$ cat src/design/icc_pkg.sv
// Shared types and constants for the identifier case converter.
package icc_pkg;

    localparam logic [2:0] STYLE_SNAKE    = 3'd0;
    localparam logic [2:0] STYLE_SCREAM   = 3'd1;
    localparam logic [2:0] STYLE_KEBAB    = 3'd2;
    localparam logic [2:0] STYLE_CAMEL    = 3'd3;
    localparam logic [2:0] STYLE_PASCAL   = 3'd4;

    localparam logic [7:0] SEP_UNDERSCORE = 8'h5F;
    localparam logic [7:0] SEP_DASH       = 8'h2D;
    localparam logic [7:0] CASE_OFFSET    = 8'h20;

    localparam logic       REG_STYLE_SEL  = 1'b0;

    typedef struct packed {
        logic       in_word;
        logic       prev_lower_or_digit;
        logic       word_seen;
    } word_state_t;

    typedef struct packed {
        logic [7:0] out_char;
        logic       char_valid;
        logic       text_done;
        logic       last_of_run;
    } result_t;

endpackage

$ cat src/design/icc_conv.sv
// Per-byte word splitting and case conversion: up to two results per byte.
module icc_conv
    import icc_pkg::*;
(
    input  logic [7:0]  in_char,
    input  logic        last_char,
    input  logic [2:0]  style_sel,
    input  word_state_t st,
    output word_state_t st_next,
    output logic [1:0]  res_cnt,
    output result_t     res0,
    output result_t     res1
);

    logic       upper;
    logic       lower;
    logic       digit;
    logic       alnum;
    logic       starts;
    logic       later;
    logic       has_sep;
    logic       up;
    logic [7:0] low_ch;
    logic [7:0] conv_ch;
    logic [7:0] sep_ch;

    always_comb
    begin
        upper   = (in_char >= 8'h41) && (in_char <= 8'h5A);
        lower   = (in_char >= 8'h61) && (in_char <= 8'h7A);
        digit   = (in_char >= 8'h30) && (in_char <= 8'h39);
        alnum   = upper || lower || digit;
        starts  = !st.in_word || (upper && st.prev_lower_or_digit);
        later   = starts && st.word_seen;
        low_ch  = upper ? (in_char + CASE_OFFSET) : in_char;

        has_sep = later && ((style_sel == STYLE_SNAKE) || (style_sel == STYLE_SCREAM) ||
                            (style_sel == STYLE_KEBAB));
        sep_ch  = (style_sel == STYLE_KEBAB) ? SEP_DASH : SEP_UNDERSCORE;
        up      = (style_sel == STYLE_SCREAM) ||
                  ((style_sel == STYLE_PASCAL) && starts) ||
                  ((style_sel == STYLE_CAMEL) && later);
        conv_ch = (up && (upper || lower)) ? (low_ch - CASE_OFFSET) : low_ch;

        res0 = '0;
        res1 = '0;
        if (alnum && has_sep)
        begin
            res_cnt          = 2'd2;
            res0.out_char    = sep_ch;
            res0.char_valid  = 1'b1;
            res1.out_char    = conv_ch;
            res1.char_valid  = 1'b1;
            res1.text_done   = last_char;
            res1.last_of_run = 1'b1;
        end
        else if (alnum)
        begin
            res_cnt          = 2'd1;
            res0.out_char    = conv_ch;
            res0.char_valid  = 1'b1;
            res0.text_done   = last_char;
            res0.last_of_run = 1'b1;
        end
        else if (last_char)
        begin
            // bare end marker
            res_cnt          = 2'd1;
            res0.text_done   = 1'b1;
            res0.last_of_run = 1'b1;
        end
        else
        begin
            res_cnt = 2'd0;
        end

        if (last_char)
        begin
            st_next = '0;
        end
        else if (alnum)
        begin
            st_next.in_word             = 1'b1;
            st_next.word_seen           = 1'b1;
            st_next.prev_lower_or_digit = lower || digit;
        end
        else
        begin
            st_next.in_word             = 1'b0;
            st_next.prev_lower_or_digit = 1'b0;
            st_next.word_seen           = st.word_seen;
        end
    end

endmodule

$ cat src/design/icc_outq.sv
// Three-entry result queue: takes up to two results a cycle, drives one out.
module icc_outq
    import icc_pkg::*;
(
    input  logic       clk,
    input  logic       rst_n,
    input  logic [1:0] push_cnt,
    input  result_t    push0,
    input  result_t    push1,
    output logic       room,
    output logic       m_tvalid,
    input  logic       m_tready,
    output logic [7:0] m_tdata,   // [7:0] out_char
    output logic [1:0] m_tuser,   // [0] char_valid, [1] last_of_run
    output logic       m_tlast
);

    localparam int Depth = 3;

    result_t    q_reg  [Depth];
    result_t    q_next [Depth];
    result_t    src    [Depth];
    logic [1:0] cnt_reg;
    logic [1:0] cnt_next;
    logic [1:0] cnt_ap;
    logic       pop;

    always_comb
    begin
        pop    = (cnt_reg != 2'd0) && m_tready;
        cnt_ap = cnt_reg - {1'b0, pop};
        room   = (cnt_ap <= 2'd1);

        for (int i = 0; i < Depth - 1; i++)
        begin
            src[i] = pop ? q_reg[i + 1] : q_reg[i];
        end
        src[Depth - 1] = q_reg[Depth - 1];

        for (int i = 0; i < Depth; i++)
        begin
            if (2'(i) < cnt_ap)
                q_next[i] = src[i];
            else if ((2'(i) == cnt_ap) && (push_cnt != 2'd0))
                q_next[i] = push0;
            else if ((2'(i) == cnt_ap + 2'd1) && (push_cnt == 2'd2))
                q_next[i] = push1;
            else
                q_next[i] = q_reg[i];
        end
        cnt_next = cnt_ap + push_cnt;
    end

    always_ff @(posedge clk or negedge rst_n)
    begin
        if (!rst_n)
            cnt_reg <= 2'd0;
        else
            cnt_reg <= cnt_next;
    end

    always_ff @(posedge clk)
    begin
        for (int i = 0; i < Depth; i++)
        begin
            q_reg[i] <= q_next[i];
        end
    end

    assign m_tvalid = (cnt_reg != 2'd0);
    assign m_tdata  = q_reg[0].out_char;
    assign m_tuser  = {q_reg[0].last_of_run, q_reg[0].char_valid};
    assign m_tlast  = q_reg[0].text_done;

endmodule

$ cat src/design/identifier_case_converter.sv
// Top level of the identifier case converter.
//
// Rewrites a byte stream of identifiers into snake, screaming snake, kebab,
// camel or pascal case. Each request on the slave side is registered, then
// converted combinationally into zero, one or two results that enter a
// three-entry output queue; the master side drains one result per cycle while
// m_tready is high. A separator and a character from one byte are two results,
// bounded by the single output port. A request passes the input register and
// output queue before its first result. The user must write the style register
// at APB address 0 while the stream is idle; the block does not enforce it.
module identifier_case_converter
    import icc_pkg::*;
(
    input  logic        clk,
    input  logic        rst_n,
    input  logic        s_tvalid,
    output logic        s_tready,
    input  logic [7:0]  s_tdata,   // [7:0] in_char
    input  logic        s_tlast,   // last_char
    output logic        m_tvalid,
    input  logic        m_tready,
    output logic [7:0]  m_tdata,   // [7:0] out_char
    output logic [1:0]  m_tuser,   // [0] char_valid, [1] last_of_run
    output logic        m_tlast,   // text_done
    input  logic        psel,
    input  logic        penable,
    input  logic        pwrite,
    input  logic [2:0]  paddr,
    input  logic [31:0] pwdata,
    output logic [31:0] prdata,
    output logic        pready
);

    logic [2:0]  style_sel_reg;
    logic        in_vld_reg;
    logic [7:0]  in_char_reg;
    logic        in_last_reg;
    word_state_t st_reg;
    word_state_t st_next;
    logic [1:0]  res_cnt;
    result_t     res0;
    result_t     res1;
    logic        room;
    logic        consume;

    assign pready = 1'b1;
    assign prdata = (paddr[2] == REG_STYLE_SEL) ? {29'd0, style_sel_reg} : 32'd0;

    always_ff @(posedge clk or negedge rst_n)
    begin
        if (!rst_n)
            style_sel_reg <= STYLE_SNAKE;
        else if (psel && penable && pwrite && pready && (paddr[2] == REG_STYLE_SEL))
            style_sel_reg <= pwdata[2:0];
    end

    assign consume  = in_vld_reg && room;
    assign s_tready = !in_vld_reg || consume;

    always_ff @(posedge clk or negedge rst_n)
    begin
        if (!rst_n)
        begin
            in_vld_reg <= 1'b0;
            st_reg     <= '0;
        end
        else
        begin
            if (s_tvalid && s_tready)
                in_vld_reg <= 1'b1;
            else if (consume)
                in_vld_reg <= 1'b0;
            if (consume)
                st_reg <= st_next;
        end
    end

    always_ff @(posedge clk)
    begin
        if (s_tvalid && s_tready)
        begin
            in_char_reg <= s_tdata;
            in_last_reg <= s_tlast;
        end
    end

    icc_conv u_conv (
        .in_char    (in_char_reg),
        .last_char  (in_last_reg),
        .style_sel  (style_sel_reg),
        .st         (st_reg),
        .st_next    (st_next),
        .res_cnt    (res_cnt),
        .res0       (res0),
        .res1       (res1)
    );

    icc_outq u_outq (
        .clk      (clk),
        .rst_n    (rst_n),
        .push_cnt (consume ? res_cnt : 2'd0),
        .push0    (res0),
        .push1    (res1),
        .room     (room),
        .m_tvalid (m_tvalid),
        .m_tready (m_tready),
        .m_tdata  (m_tdata),
        .m_tuser  (m_tuser),
        .m_tlast  (m_tlast)
    );

endmodule

$ cat config.mk
export PLATFORM = sky130hd
export DESIGN_NAME = identifier_case_converter
export DESIGN_NICKNAME = d
export VERILOG_FILES = /design/src/design/icc_pkg.sv /design/src/design/icc_conv.sv /design/src/design/icc_outq.sv /design/src/design/identifier_case_converter.sv
export SDC_FILE = /design/constraint.sdc
export NUM_CORES = 1
export LEC_CHECK = 0
export BUFFER_PORTS_ARGS = -buffer_cell sky130_fd_sc_hd__buf_2
export CORE_MARGIN = 1
export CORE_UTILIZATION = 30
export CTS_BUF_LIST = sky130_fd_sc_hd__clkbuf_2 sky130_fd_sc_hd__clkbuf_4 sky130_fd_sc_hd__clkbuf_8
export DETAILED_ROUTE_END_ITERATION = 8
export PLACE_DENSITY = 0.54
export SETUP_SLACK_MARGIN = 0.2
export SYNTH_ARGS = -nofsm -noshare
export SYNTH_HDL_FRONTEND = slang
export SYNTH_SLANG_ARGS = --single-unit
$ cat constraint.sdc
create_clock -name clk -period 4.5 [get_ports clk]
set_clock_uncertainty 0.1 [all_clocks]
set_input_delay 0.225 -clock clk [delete_from_list [all_inputs] [get_ports clk]]
set_output_delay 0.225 -clock clk [all_outputs]
set_load 0.005 [all_outputs]
==> impl_table.tex, run 1 <==
\begin{tabular}{lr}
\hline
Metric & Value \\
\hline
\multicolumn{2}{l}{\textbf{STA}} \\
Minimum period implied by the final worst setup slack & 3.53 ns \\
Max Clock Freq & 283 MHz \\
Final Hold Vio Count & 0 \\
Period Utilization, post-route & 0.785 \\
Number of setup violations in the final report & 0 \\
Final Worst Setup Slack & 0.967 ns \\
RSZ-0062 raised after global routing & false \\
Minimum hold slack & 0.0139 ns \\
Worst-case headroom to the max-slew limit & 0.448 \\
Sum Neg Setup Slack & 0 ns \\
Slew Limit Fails & 0 \\
Slew @ Worst Pin & 0.825 ns \\
\multicolumn{2}{l}{\textbf{Die}} \\
Number of rows in the core area & 36 \\
Die height & 102 um \\
Die area & 10400 um2 \\
Starting density of the core & 0.308 \\
Number of I/O pins & 97 \\
Die Span X & 102 um \\
Core region area & 9680 um2 \\
\multicolumn{2}{l}{\textbf{Yosys}} \\
Post-synthesis share of cell area spent on xor and xnor gates & 0.0235 \\
Post-synthesis cell area & 2980 um2 \\
Synthesis-stage register bit count & 51 \\
Syn\_area\_per\_cell & 10.6 um2 \\
Post-synthesis mux area share & 0.0147 \\
Post-synthesis cell count & 281 \\
Main combinational cell family by area after synthesis & simple AND/OR/NAND/NOR gates \\
EDFF count, synth & 42 \\
Async set-reset flop share out of synthesis & 0.176 \\
Simple-gate share of the synthesized area & 0.156 \\
Share of synthesized area occupied by flip-flops and latches & 0.498 \\
Synthesized-area fraction occupied by adder cells & 0.0323 \\
Complex-gate fraction of the synthesized area & 0.149 \\
Most common flop cell mapped by yosys & sky130\_fd\_sc\_hd\_\_edfxtp\_1 \\
Library cells used by synthesis & 51 \\
Ys Warns & 0 \\
\multicolumn{2}{l}{\textbf{Route}} \\
1st-iter DRT viols & 103 \\
Top metal layer carrying routed signals & met4 \\
Final routed wire length divided by cell count & 13.2 um \\
Total via count in the routed design & 2086 \\
Post-Route WL & 5960 um \\
DRC errors left & 0 \\
Routed metal-1 wirelength & 2870 um \\
Average vias per placed instance & 4.64 \\
Length of routed met3 wiring & 305 um \\
Number of nets with antenna violations after routing & 0 \\
Met2 Routed Length & 2680 um \\
Number of search-and-repair iterations in the first detailed-routing pass & 5 \\
\multicolumn{2}{l}{\textbf{Placement}} \\
GPL Wtd Cong & 0.804 \\
Half-perimeter wire length after detailed placement & 4450 um \\
Number of cells in the design after placement & 432 \\
Count of input and output buffers & 35 \\
Place WS & 0.968 ns \\
\multicolumn{2}{l}{\textbf{Worst setup path}} \\
Crit Path Max Fanout & 11 \\
Class of the most critical setup path & reg2reg \\
Cell-by-cell trace of the critical path & or2\_2 -> and2\_1 -> ha\_1 -> xnor2\_1 -> nand2\_1 -> nor2\_1 -> o21ai\_0 -> nor2\_1 \\
Req. time, crit path & 4.33 ns \\
Maximum cell stage delay along the critical path & 0.66 ns \\
Worst-case register-to-register setup slack & 0.97 ns \\
Worst flop-to-flop path startpoint & u\_outq.cnt\_reg[1]\$\_DFF\_PN0\_ \\
Crit path capture type & flop \\
Cell seen most often among critical-path stages & sky130\_fd\_sc\_hd\_\_nor2\_1 \\
Crit. path cell count & 8 \\
Cells on worst reg2reg path & 8 \\
Crit-path leading delay family & simple AND/OR/NAND/NOR gates \\
Master of the slowest instance on the critical path & sky130\_fd\_sc\_hd\_\_nor2\_1 \\
Worst r2r dst & u\_outq.q\_reg[0][32]\$\_DFFE\_PP\_ \\
Number of buffers and inverters on the critical path & 0 \\
Arrival @ worst endpoint & 3.37 ns \\
Startpoint class of the critical path & flop \\
\multicolumn{2}{l}{\textbf{GRT}} \\
Vias in the first global route & 1879 \\
Wire length of the first global-routing pass & 9360 um \\
GRT Total Usage & 0.120 \\
Pin count of the biggest net entering global routing & 21 \\
Number of antenna violations at the first check in global routing & 0 \\
Remaining global-route overflow & 0 \\
\multicolumn{2}{l}{\textbf{Final layout}} \\
Count of antenna diodes in the layout & 0 \\
Number of flip-flops in the largest register & 33 \\
Highest-count cells in the layout ignoring fill and taps & 42 x sky130\_fd\_sc\_hd\_\_edfxtp\_1, 35 x sky130\_fd\_sc\_hd\_\_buf\_2, 30 x sky130\_fd\_sc\_hd\_\_conb\_1 \\
Final Instance Count excl. Fillers & 450 \\
Final \#Nets & 372 \\
Layout overhead on the synthesized area & 10.8\% \\
Most frequent standard cell in the layout excluding fill and tap cells & sky130\_fd\_sc\_hd\_\_edfxtp\_1 \\
Share of cells above drive strength 1 & 0.186 \\
\multicolumn{2}{l}{\textbf{Min path}} \\
Worst hold path cell count & 2 \\
Hold-critical path endpoint & in\_vld\_reg\$\_DFFE\_PN0P\_ \\
Hold WC Path Type & in2reg \\
Hold path startpoint & s\_tvalid \\
\multicolumn{2}{l}{\textbf{Clock tree}} \\
CTS root buf & sky130\_fd\_sc\_hd\_\_clkbuf\_8 \\
Clock network latency to the later pin of the worst-skew pair & 0.30 ns \\
H-tree level count & 2 \\
Count of clock tree sinks & 51 \\
Clock Path Buffers & 2 \\
Clock-pin slew on the worst setup and hold paths & 0.09 ns \\
Cts bufs inserted & 5 \\
Clock tree from TritonCTS & done \\
\multicolumn{2}{l}{\textbf{Status}} \\
Result of the run & finished, final reports clean \\
\multicolumn{2}{l}{\textbf{Power}} \\
Leak pwr & 1.37 nW \\
PnR Total Power & 0.00212 W \\
IR Drop Worst-Case VDD & 0.000180 V \\
Power per unit of standard cell area & 640 nW/um2 \\
\multicolumn{2}{l}{\textbf{Run}} \\
Max-cap check violation count & 0 \\
\hline
\end{tabular}
## timing repair
action | 4_1_cts | 5_1_grt
setup buffers | 0 | 0
hold buffers | 10 | 0
resized for setup | 0 | 0
hold endpoints to repair | 18 | 0
## area by class of cell
cell class,count,area (um2)
Sequential cell,51,1490
Timing Repair Buffer,48,298
Clock buffer,6,76.3
Fill cell,975,6380
Inverter,9,33.8
Multi-Input combinational cell,201,1230
Tap cell,133,166
Clock inverter,2,12.5
## worst reg2reg max path, delay by kind of cell (launching register included)
kind,cells,cell delay [ns]
XOR/XNOR,1,0.46
AND/OR/NAND/NOR,5,1.81
adder cells (fa/ha/maj),1,0.23
AO/OA/AOI/OAI,1,0.16
flip-flops,1,0.42
## metrics by stage
step / area [um2] / util
finish: 3310 / 0.341
global route: 3310 / 0.341
CTS: 3310 / 0.341
detailed placement: 3120 / 0.322
global placement: 3120 / 0.322
floorplan: 3090 / -
## per-layer routing
layer,vias up,global-route usage
li1,1023,-
met1,970,0.157
met2,84,0.196
met3,9,0.0262
met4,0,0.0424
met5,-,0
## logic make-up after synthesis
family / count (synthesis)
other cells: 2
simple gates: 89
buf+inv: 57
mux: 4
flops: 51
compound gates: 62
xor+xnor: 8
fa+ha+maj: 8
## cells in the mapped netlist (2+ instances only)
master / number / share of area
sky130_fd_sc_hd__nand2b_1: 5 / 0.010
sky130_fd_sc_hd__nor2_1: 17 / 0.021
sky130_fd_sc_hd__and2_1: 7 / 0.015
sky130_fd_sc_hd__and3_1: 7 / 0.015
sky130_fd_sc_hd__a22o_1: 8 / 0.023
sky130_fd_sc_hd__nor4_1: 6 / 0.013
sky130_fd_sc_hd__o211a_1: 2 / 0.0067
sky130_fd_sc_hd__nor3_1: 5 / 0.0084
sky130_fd_sc_hd__nand4_1: 2 / 0.0042
sky130_fd_sc_hd__ha_1: 5 / 0.021
sky130_fd_sc_hd__dfrtp_1: 9 / 0.075
sky130_fd_sc_hd__mux2_2: 3 / 0.011
sky130_fd_sc_hd__o21ai_0: 19 / 0.032
sky130_fd_sc_hd__xor2_1: 2 / 0.0059
sky130_fd_sc_hd__conb_1: 2 / 0.0025
sky130_fd_sc_hd__or3_1: 2 / 0.0042
sky130_fd_sc_hd__a21oi_1: 11 / 0.018
sky130_fd_sc_hd__a221o_1: 6 / 0.020
sky130_fd_sc_hd__edfxtp_1: 42 / 0.42
sky130_fd_sc_hd__clkbuf_1: 5 / 0.0063
sky130_fd_sc_hd__nand2_1: 25 / 0.031
sky130_fd_sc_hd__inv_1: 8 / 0.010
sky130_fd_sc_hd__nand3_1: 2 / 0.0034
sky130_fd_sc_hd__o21a_1: 2 / 0.0050
sky130_fd_sc_hd__buf_4: 41 / 0.10
sky130_fd_sc_hd__maj3_2: 3 / 0.011
sky130_fd_sc_hd__nor2b_1: 4 / 0.0084
sky130_fd_sc_hd__a21o_1: 3 / 0.0075
sky130_fd_sc_hd__xnor2_1: 6 / 0.018
## worst max path at each step
stage | start | end | slack [ns]
2_1_floorplan | u_outq.cnt_reg[1]$_DFF_PN0_ | u_outq.q_reg[0][11]$_DFFE_PP_ | 1.31
3_3_place_gp | u_outq.cnt_reg[1]$_DFF_PN0_ | u_outq.q_reg[0][25]$_DFFE_PP_ | 1.04
3_5_place_dp | u_outq.cnt_reg[1]$_DFF_PN0_ | u_outq.q_reg[0][25]$_DFFE_PP_ | 0.97
4_1_cts | u_outq.cnt_reg[1]$_DFF_PN0_ | u_outq.q_reg[0][25]$_DFFE_PP_ | 0.95
5_1_grt | u_outq.cnt_reg[1]$_DFF_PN0_ | u_outq.q_reg[0][24]$_DFFE_PP_ | 0.63
6_report | u_outq.cnt_reg[1]$_DFF_PN0_ | u_outq.q_reg[0][32]$_DFFE_PP_ | 0.97
## where the power goes
part / leakage, nW / switching [W] / internal, W
sequential: 0.515 / 0.0000980 / 0.000767
clock: 0.0446 / 0.000145 / 0.000115
combinational: 0.808 / 0.000603 / 0.000389
No activity file was read; power rests on OpenSTA's default activity.
==> run 2: changes to the inputs <==
Clock period 4.5 ns to 3.5 ns, I/O delays scaled along.
==> run 2 against run 1 <==
Against the previous run:
- final cell count rose by 1.8%
- register-to-register slack lost 0.51 ns
- design area up 2.8%
- critical path depth shrank 1
- non-clock buffer count increased by 8
- flip-flop and latch count stayed put
- combinational power grew 33%
- clock-buffer cell count decreased by 1
- fmax rose by 16%
- total power up 35%
- critical endpoint is now u_outq.q_reg[0][19]$_DFFE_PP_
==> impl_table.tex, run 2 (synthesis gave the netlist of run 1 again) <==
\begin{tabular}{lr}
\hline
Metric & Value \\
\hline
\multicolumn{2}{l}{\textbf{Worst setup path}} \\
Arrival @ worst endpoint & 3.00 ns (-0.37 ns) \\
Master of the slowest instance on the critical path & sky130\_fd\_sc\_hd\_\_nor3b\_1 \\
Cell-by-cell trace of the critical path & o211a\_1 -> o32ai\_1 -> a21oi\_1 -> nor3b\_1 -> o21ai\_0 -> o311a\_1 -> a221o\_1 \\
Number of buffers and inverters on the critical path & 0 (unchanged) \\
Crit path capture type & flop \\
Crit Path Max Fanout & 8 (-3) \\
Startpoint class of the critical path & flop \\
Class of the most critical setup path & reg2reg \\
Maximum cell stage delay along the critical path & 0.57 ns (-0.09 ns) \\
Crit-path leading delay family & compound AO/OA/AOI/OAI gates \\
Req. time, crit path & 3.46 ns (-0.87 ns) \\
\multicolumn{2}{l}{\textbf{Route}} \\
Post-Route WL & 6080 um (+2.0\%) \\
Number of nets with antenna violations after routing & 0 (unchanged) \\
DRC errors left & 0 (unchanged) \\
Number of search-and-repair iterations in the first detailed-routing pass & 4 (-1) \\
Average vias per placed instance & 4.66 (+0.61\%) \\
Final routed wire length divided by cell count & 13.3 um (+0.27\%) \\
1st-iter DRT viols & 100 (-2.9\%) \\
Total via count in the routed design & 2136 (+2.4\%) \\
\multicolumn{2}{l}{\textbf{GRT}} \\
Number of antenna violations at the first check in global routing & 0 (unchanged) \\
GRT Total Usage & 0.122 (+0.00193) \\
Remaining global-route overflow & 0 (unchanged) \\
Pin count of the biggest net entering global routing & 21 (unchanged) \\
Wire length of the first global-routing pass & 9560 um (+2.1\%) \\
Vias in the first global route & 1987 (+5.7\%) \\
\multicolumn{2}{l}{\textbf{Power}} \\
Switching power share of the total & 0.391 (-0.00831) \\
Switching power & 0.00112 W (+32\%) \\
Leak pwr & 1.42 nW (+3.7\%) \\
Clock network power share & 0.146 (+0.023) \\
Power per unit of standard cell area & 839 nW/um2 (+31\%) \\
Sequential share of power & 0.390 (-0.019) \\
Internal power contribution & 0.00174 W (+37\%) \\
Proportion of power drawn by combinational gates & 0.464 (-0.005) \\
IR Drop Worst-Case VDD & 0.000229 V (+28\%) \\
\multicolumn{2}{l}{\textbf{STA}} \\
Minimum period implied by the final worst setup slack & 3.04 ns (-0.494 ns) \\
Slew @ Worst Pin & 0.600 ns (-0.225 ns) \\
Slew Limit Fails & 0 (unchanged) \\
Final Hold Vio Count & 0 (unchanged) \\
Sum Neg Setup Slack & 0 ns (unchanged) \\
Max Clock Freq & 329 MHz (+16\%) \\
Worst-case headroom to the max-slew limit & 0.599 (+0.151) \\
Period Utilization, post-route & 0.868 (+0.0831) \\
Number of setup violations in the final report & 0 (unchanged) \\
RSZ-0062 raised after global routing & false \\
\multicolumn{2}{l}{\textbf{Die}} \\
Number of I/O pins & 97 (unchanged) \\
Die Span X & 102 um (unchanged) \\
Starting density of the core & 0.308 (unchanged) \\
Die area & 10400 um2 (unchanged) \\
Number of rows in the core area & 36 (unchanged) \\
Core region area & 9680 um2 (unchanged) \\
Die height & 102 um (unchanged) \\
\multicolumn{2}{l}{\textbf{Clock tree}} \\
Buffers inserted by post-CTS timing repair & 0 (unchanged) \\
Cts bufs inserted & 5 (unchanged) \\
H-tree level count & 2 (unchanged) \\
Count of clock tree sinks & 51 (unchanged) \\
Clock tree from TritonCTS & done \\
Clock-pin slew on the worst setup and hold paths & 0.10 ns (about the same) \\
CTS root buf & sky130\_fd\_sc\_hd\_\_clkbuf\_8 \\
Clock Path Buffers & 2 (unchanged) \\
Clock network latency to the later pin of the worst-skew pair & 0.30 ns (about the same) \\
\multicolumn{2}{l}{\textbf{Final layout}} \\
Highest-count cells in the layout ignoring fill and taps & 42 x sky130\_fd\_sc\_hd\_\_edfxtp\_1, 35 x sky130\_fd\_sc\_hd\_\_buf\_2, 30 x sky130\_fd\_sc\_hd\_\_conb\_1 \\
Number of flip-flops in the largest register & 33 (unchanged) \\
Layout overhead on the synthesized area & 13.8\% \\
Final Instance Count excl. Fillers & 458 (+1.8\%) \\
Most frequent standard cell in the layout excluding fill and tap cells & sky130\_fd\_sc\_hd\_\_edfxtp\_1 \\
Final \#Nets & 380 (+2.2\%) \\
Count of antenna diodes in the layout & 0 (unchanged) \\
Share of cells above drive strength 1 & 0.197 (+0.0108) \\
\multicolumn{2}{l}{\textbf{Min path}} \\
Hold WC Path Type & in2reg \\
\multicolumn{2}{l}{\textbf{Placement}} \\
Number of cells in the design after placement & 437 (+1.2\%) \\
Count of input and output buffers & 35 (unchanged) \\
GPL Wtd Cong & 0.839 (+4.3\%) \\
Half-perimeter wire length after detailed placement & 4500 um (+1.2\%) \\
\multicolumn{2}{l}{\textbf{Run}} \\
Max-cap check violation count & 0 (unchanged) \\
\multicolumn{2}{l}{\textbf{Status}} \\
Result of the run & finished, final reports clean \\
\hline
\end{tabular}
## run 2: changes by cell type in the layout (fill, tap and decap cells not counted)
cell                            delta
sky130_fd_sc_hd__clkinv_4          +1
sky130_fd_sc_hd__o21ai_1           +1
sky130_fd_sc_hd__buf_4             +5
sky130_fd_sc_hd__clkinvlp_4        -1
sky130_fd_sc_hd__clkbuf_4          -1
sky130_fd_sc_hd__bufinv_16         +1
sky130_fd_sc_hd__o21ai_0           -1
sky130_fd_sc_hd__dlygate4sd3_1     +3
## run 2: final timing paths
path	startpoint	endpoint	slack [ns]	depth (start not counted)
worst max register to register	in_char_reg[2]$_DFFE_PP_	u_outq.q_reg[0][19]$_DFFE_PP_	0.46	7
max in group asynchronous	rst_n	u_outq.cnt_reg[0]$_DFF_PN0_	2.97	2
worst max-delay path	in_char_reg[2]$_DFFE_PP_	u_outq.q_reg[0][19]$_DFFE_PP_	0.46	7
min in group asynchronous	rst_n	st_reg[2]$_DFFE_PN0P_	0.15	2
worst min-delay path	pwdata[1]	style_sel_reg[1]$_DFFE_PN0P_	0.006	2
worst min register to register	u_outq.q_reg[0][23]$_DFFE_PP_	u_outq.q_reg[0][12]$_DFFE_PP_	0.44	2
## run 2: cell type report
type,count,area [um2]
fillers,983,6290
flip-flops and latches,51,1490
multi-input cells,201,1230
clock buffers,5,68.8
well taps,133,166
inverters,9,33.8
repair buffers,56,365
clock inverters,3,43.8
## run 2: stage by stage
stage / total power (W) / setup slack (ns) / utilization / cell area, um2 / hold slack (ns)
after global routing: 0.00307 / 0.236 / 0.351 / 3400 / 0.00534
final: 0.00285 / 0.461 / 0.351 / 3400 / 0.00583
after detailed placement: 0.00244 / 0.448 / 0.326 / 3150 / -0.0515
after floorplan: 0.00210 / 0.307 / - / 3090 / -0.221
after CTS: 0.00286 / 0.454 / 0.351 / 3400 / 0.00511
after global placement: 0.00241 / 0.481 / 0.326 / 3150 / -0.0561
## run 2: power groups by stage
stage	combinational [W]	clock [W]	sequential, W
2_1_floorplan	0.00102	0	0.00108
3_3_place_gp	0.00129	0	0.00112
3_5_place_dp	0.00131	0	0.00113
4_1_cts	0.00133	0.000422	0.00112
5_1_grt	0.00148	0.000452	0.00114
6_report	0.00132	0.000415	0.00111
## run 2: what timing repair did
| item | CTS | global route |
|---|---|---|
| hold endpoints to repair | 21 | 0 |
| hold buffers | 13 | 0 |
| resized for setup | 0 | 1 |
| setup endpoints to repair | 0 | 3 |
## run 2: routing by layer
layer | share of wire | track usage | up-vias
li1 | - | - | 1038
met1 | 0.47 | 0.156 | 1018
met2 | 0.47 | 0.211 | 72
met3 | 0.044 | 0.0255 | 8
met4 | 0.0081 | 0.0301 | 0
met5 | 0 | 0 | -
## run 2: worst register-to-register path, cell delays in order (launching register included)
cell and delay [ns]:
sky130_fd_sc_hd__edfxtp_1 0.53, sky130_fd_sc_hd__o211a_1 0.27, sky130_fd_sc_hd__o32ai_1 0.40, sky130_fd_sc_hd__a21oi_1 0.22, sky130_fd_sc_hd__nor3b_1 0.57, sky130_fd_sc_hd__o21ai_0 0.16
sky130_fd_sc_hd__o311a_1 0.20, sky130_fd_sc_hd__a221o_1 0.35
==> run 3: changes to the inputs <==
Settings changed: CELL_PAD_IN_SITES_DETAIL_PLACEMENT from default to 0, CELL_PAD_IN_SITES_GLOBAL_PLACEMENT from default to 1, CORE_UTILIZATION 30 to 40, PLACE_DENSITY 0.54 to 0.85.
==> run 3 against run 2 <==
Against the previous run:
- largest cell class unchanged
- sequential power barely moved
- total power fell by 3.5%
- non-clock buffer count rose by 2
- the flow now finishes with violations (hold timing)
- first-iteration DRC count rose by 90%
- design area fell by 1.6%
- global-route usage rose by 3.0 points
- sequential share of layout area rose by 0.70 points
- worst hold slack got worse by 0.0073 ns
- fmax barely moved
- clock-buffer cell count rose by 1
==> impl_table.tex, run 3 (synthesis gave the netlist of run 1 again) <==
\begin{tabular}{lr}
\hline
Metric & Value \\
\hline
\multicolumn{2}{l}{\textbf{STA}} \\
Max Clock Freq & 329 MHz (about the same) \\
Slew Limit Fails & 0 (unchanged) \\
Sum Neg Setup Slack & 0 ns (unchanged) \\
Slew @ Worst Pin & 0.543 ns (-0.0568 ns) \\
Number of setup violations in the final report & 0 (unchanged) \\
Period Utilization, post-route & 0.869 (about the same) \\
Final Hold Vio Count & 1 (+1) \\
Minimum period implied by the final worst setup slack & 3.04 ns (+0.00157 ns) \\
Minimum hold slack & -0.00151 ns (-0.00734 ns) \\
Worst-case headroom to the max-slew limit & 0.634 (+0.0349) \\
RSZ-0062 raised after global routing & false \\
\multicolumn{2}{l}{\textbf{Clock tree}} \\
Clock Path Buffers & 2 (unchanged) \\
Clock network latency to the later pin of the worst-skew pair & 0.30 ns (about the same) \\
Clock-pin slew on the worst setup and hold paths & 0.09 ns (about the same) \\
Clock tree from TritonCTS & done \\
Count of clock tree sinks & 51 (unchanged) \\
Cts bufs inserted & 5 (unchanged) \\
CTS root buf & sky130\_fd\_sc\_hd\_\_clkbuf\_8 \\
H-tree level count & 2 (unchanged) \\
\multicolumn{2}{l}{\textbf{Run}} \\
Max-cap check violation count & 0 (unchanged) \\
\multicolumn{2}{l}{\textbf{GRT}} \\
Wire length of the first global-routing pass & 9040 um (-5.4\%) \\
Remaining global-route overflow & 0 (unchanged) \\
Vias in the first global route & 1942 (-2.3\%) \\
Pin count of the biggest net entering global routing & 21 (unchanged) \\
Number of antenna violations at the first check in global routing & 0 (unchanged) \\
GRT Total Usage & 0.152 (+0.0299) \\
\multicolumn{2}{l}{\textbf{Die}} \\
Die Span X & 88.4 um (-13\%) \\
Number of I/O pins & 97 (unchanged) \\
Starting density of the core & 0.414 (+0.105) \\
Die area & 7810 um2 (-25\%) \\
Core region area & 7210 um2 (-26\%) \\
Number of rows in the core area & 31 (-14\%) \\
Die height & 88.4 um (-13\%) \\
\multicolumn{2}{l}{\textbf{Worst setup path}} \\
Class of the most critical setup path & reg2reg \\
Cell-by-cell trace of the critical path & or3\_1 -> or4\_1 -> o2111ai\_2 -> nand3b\_4 -> buf\_4 -> o21ai\_0 -> nor4\_1 -> a221o\_1 \\
Crit Path Max Fanout & 12 (+4) \\
Maximum cell stage delay along the critical path & 0.52 ns (-0.05 ns) \\
Startpoint class of the critical path & flop \\
Crit path capture type & flop \\
Number of buffers and inverters on the critical path & 1 (+1) \\
Arrival @ worst endpoint & 3.00 ns (about the same) \\
Master of the slowest instance on the critical path & sky130\_fd\_sc\_hd\_\_edfxtp\_1 \\
Req. time, crit path & 3.46 ns (about the same) \\
Crit-path leading delay family & simple AND/OR/NAND/NOR gates \\
\multicolumn{2}{l}{\textbf{Final layout}} \\
FILL cells & 690 (-30\%) \\
Number of flip-flops in the largest register & 33 (unchanged) \\
Layout overhead on the synthesized area & 12.0\% \\
Total area of multi-input combinational cells & 1230 um2 (unchanged) \\
Share of cells above drive strength 1 & 0.205 (+0.00797) \\
Storage cell area & 1490 um2 (unchanged) \\
Most frequent standard cell in the layout excluding fill and tap cells & sky130\_fd\_sc\_hd\_\_edfxtp\_1 \\
Highest-count cells in the layout ignoring fill and taps & 42 x sky130\_fd\_sc\_hd\_\_edfxtp\_1, 35 x sky130\_fd\_sc\_hd\_\_buf\_2, 30 x sky130\_fd\_sc\_hd\_\_conb\_1 \\
Count of antenna diodes in the layout & 0 (unchanged) \\
Final \#Nets & 382 (+0.53\%) \\
\multicolumn{2}{l}{\textbf{Power}} \\
Power per unit of standard cell area & 823 nW/um2 (-1.9\%) \\
IR Drop Worst-Case VDD & 0.000286 V (+25\%) \\
Leak pwr & 1.41 nW (-0.49\%) \\
PnR Total Power & 0.00275 W (-3.5\%) \\
\multicolumn{2}{l}{\textbf{Route}} \\
Post-Route WL & 5430 um (-11\%) \\
Number of search-and-repair iterations in the first detailed-routing pass & 4 (unchanged) \\
Average vias per placed instance & 4.87 (+4.3\%) \\
Number of nets with antenna violations after routing & 0 (unchanged) \\
Final routed wire length divided by cell count & 12.7 um (-3.9\%) \\
1st-iter DRT viols & 190 (+90\%) \\
Total via count in the routed design & 2073 (-2.9\%) \\
DRC errors left & 0 (unchanged) \\
\multicolumn{2}{l}{\textbf{Status}} \\
Violated checks & hold timing \\
Result of the run & complete, but fails checks \\
\multicolumn{2}{l}{\textbf{Placement}} \\
Half-perimeter wire length after detailed placement & 4180 um (-7.1\%) \\
Count of input and output buffers & 35 (unchanged) \\
GPL Wtd Cong & 0.838 (about the same) \\
\multicolumn{2}{l}{\textbf{Min path}} \\
Hold WC Path Type & in2reg \\
\hline
\end{tabular}
[run 3: routing by layer]
metal	share of wire	wire (um)	track usage
met1	0.45	2420	0.195
met2	0.48	2580	0.248
met3	0.054	291	0.0289
met5	0	0	0
met4	0.026	139	0.0733
[run 3: power by group]
| group | total [W] | switching, W | internal, W |
|---|---|---|---|
| registers | 0.00111 | 0.000119 | 0.000986 |
| logic | 0.00132 | 0.000772 | 0.000545 |
| clock network | 0.000330 | 0.000182 | 0.000148 |
[run 3: worst register-to-register path, stage by stage, from the launching register on]
cell and delay, ns:
sky130_fd_sc_hd__edfxtp_1 0.52, sky130_fd_sc_hd__or3_1 0.43, sky130_fd_sc_hd__or4_1 0.44, sky130_fd_sc_hd__o2111ai_2 0.17, sky130_fd_sc_hd__nand3b_4 0.20, sky130_fd_sc_hd__buf_4 0.21, sky130_fd_sc_hd__o21ai_0 0.34, sky130_fd_sc_hd__nor4_1 0.12
sky130_fd_sc_hd__a221o_1 0.27
[run 3: path summary, 6_finish.rpt]
kind                                                from                      endpoint  slack, ns  depth (start not counted)
min in group asynchronous                          rst_n   u_outq.cnt_reg[1]$_DFF_PN0_       0.14                          2
setup / recovery                in_char_reg[2]$_DFFE_PP_  u_outq.q_reg[0][8]$_DFFE_PP_       0.46                          8
hold reg to reg            u_outq.q_reg[0][12]$_DFFE_PP_  u_outq.q_reg[0][1]$_DFFE_PP_       0.43                          2
setup reg to reg                in_char_reg[2]$_DFFE_PP_  u_outq.q_reg[0][8]$_DFFE_PP_       0.46                          8
hold / removal                                 pwdata[1]  style_sel_reg[1]$_DFFE_PN0P_     -0.002                          2
max in group asynchronous                          rst_n         st_reg[1]$_DFFE_PN0P_       2.98                          2
[run 3: final cells by class]
cell class,instances,share of cell area
Multi-Input combinational cell,201,0.369
Clock inverter,2,0.00374
Tap cell,99,0.0371
Sequential cell,51,0.445
Timing Repair Buffer,58,0.113
Clock buffer,6,0.0228
Inverter,9,0.0101
[run 3: per-stage QoR]
| step | setup slack, ns | util | area, um2 | std cells | hold WS [ns] |
|---|---|---|---|---|---|
| 2_1_floorplan | 0.307 | - | 3090 | 309 | -0.221 |
| 3_3_place_gp | 0.414 | 0.430 | 3100 | 402 | -0.0653 |
| 3_5_place_dp | 0.426 | 0.430 | 3100 | 402 | -0.0632 |
| 4_1_cts | 0.395 | 0.458 | 3300 | 421 | 0.000865 |
| 5_1_grt | 0.241 | 0.463 | 3340 | 426 | 0.00585 |
| 6_report | 0.460 | 0.463 | 3340 | 426 | -0.00151 |
[run 3: repair_timing]
action,4_1_cts,5_1_grt
resized for setup,0,1
endpoints found under the hold margin,19,1
hold buffers,11,1
endpoints found under the setup margin,0,11
buffers inserted,0,4
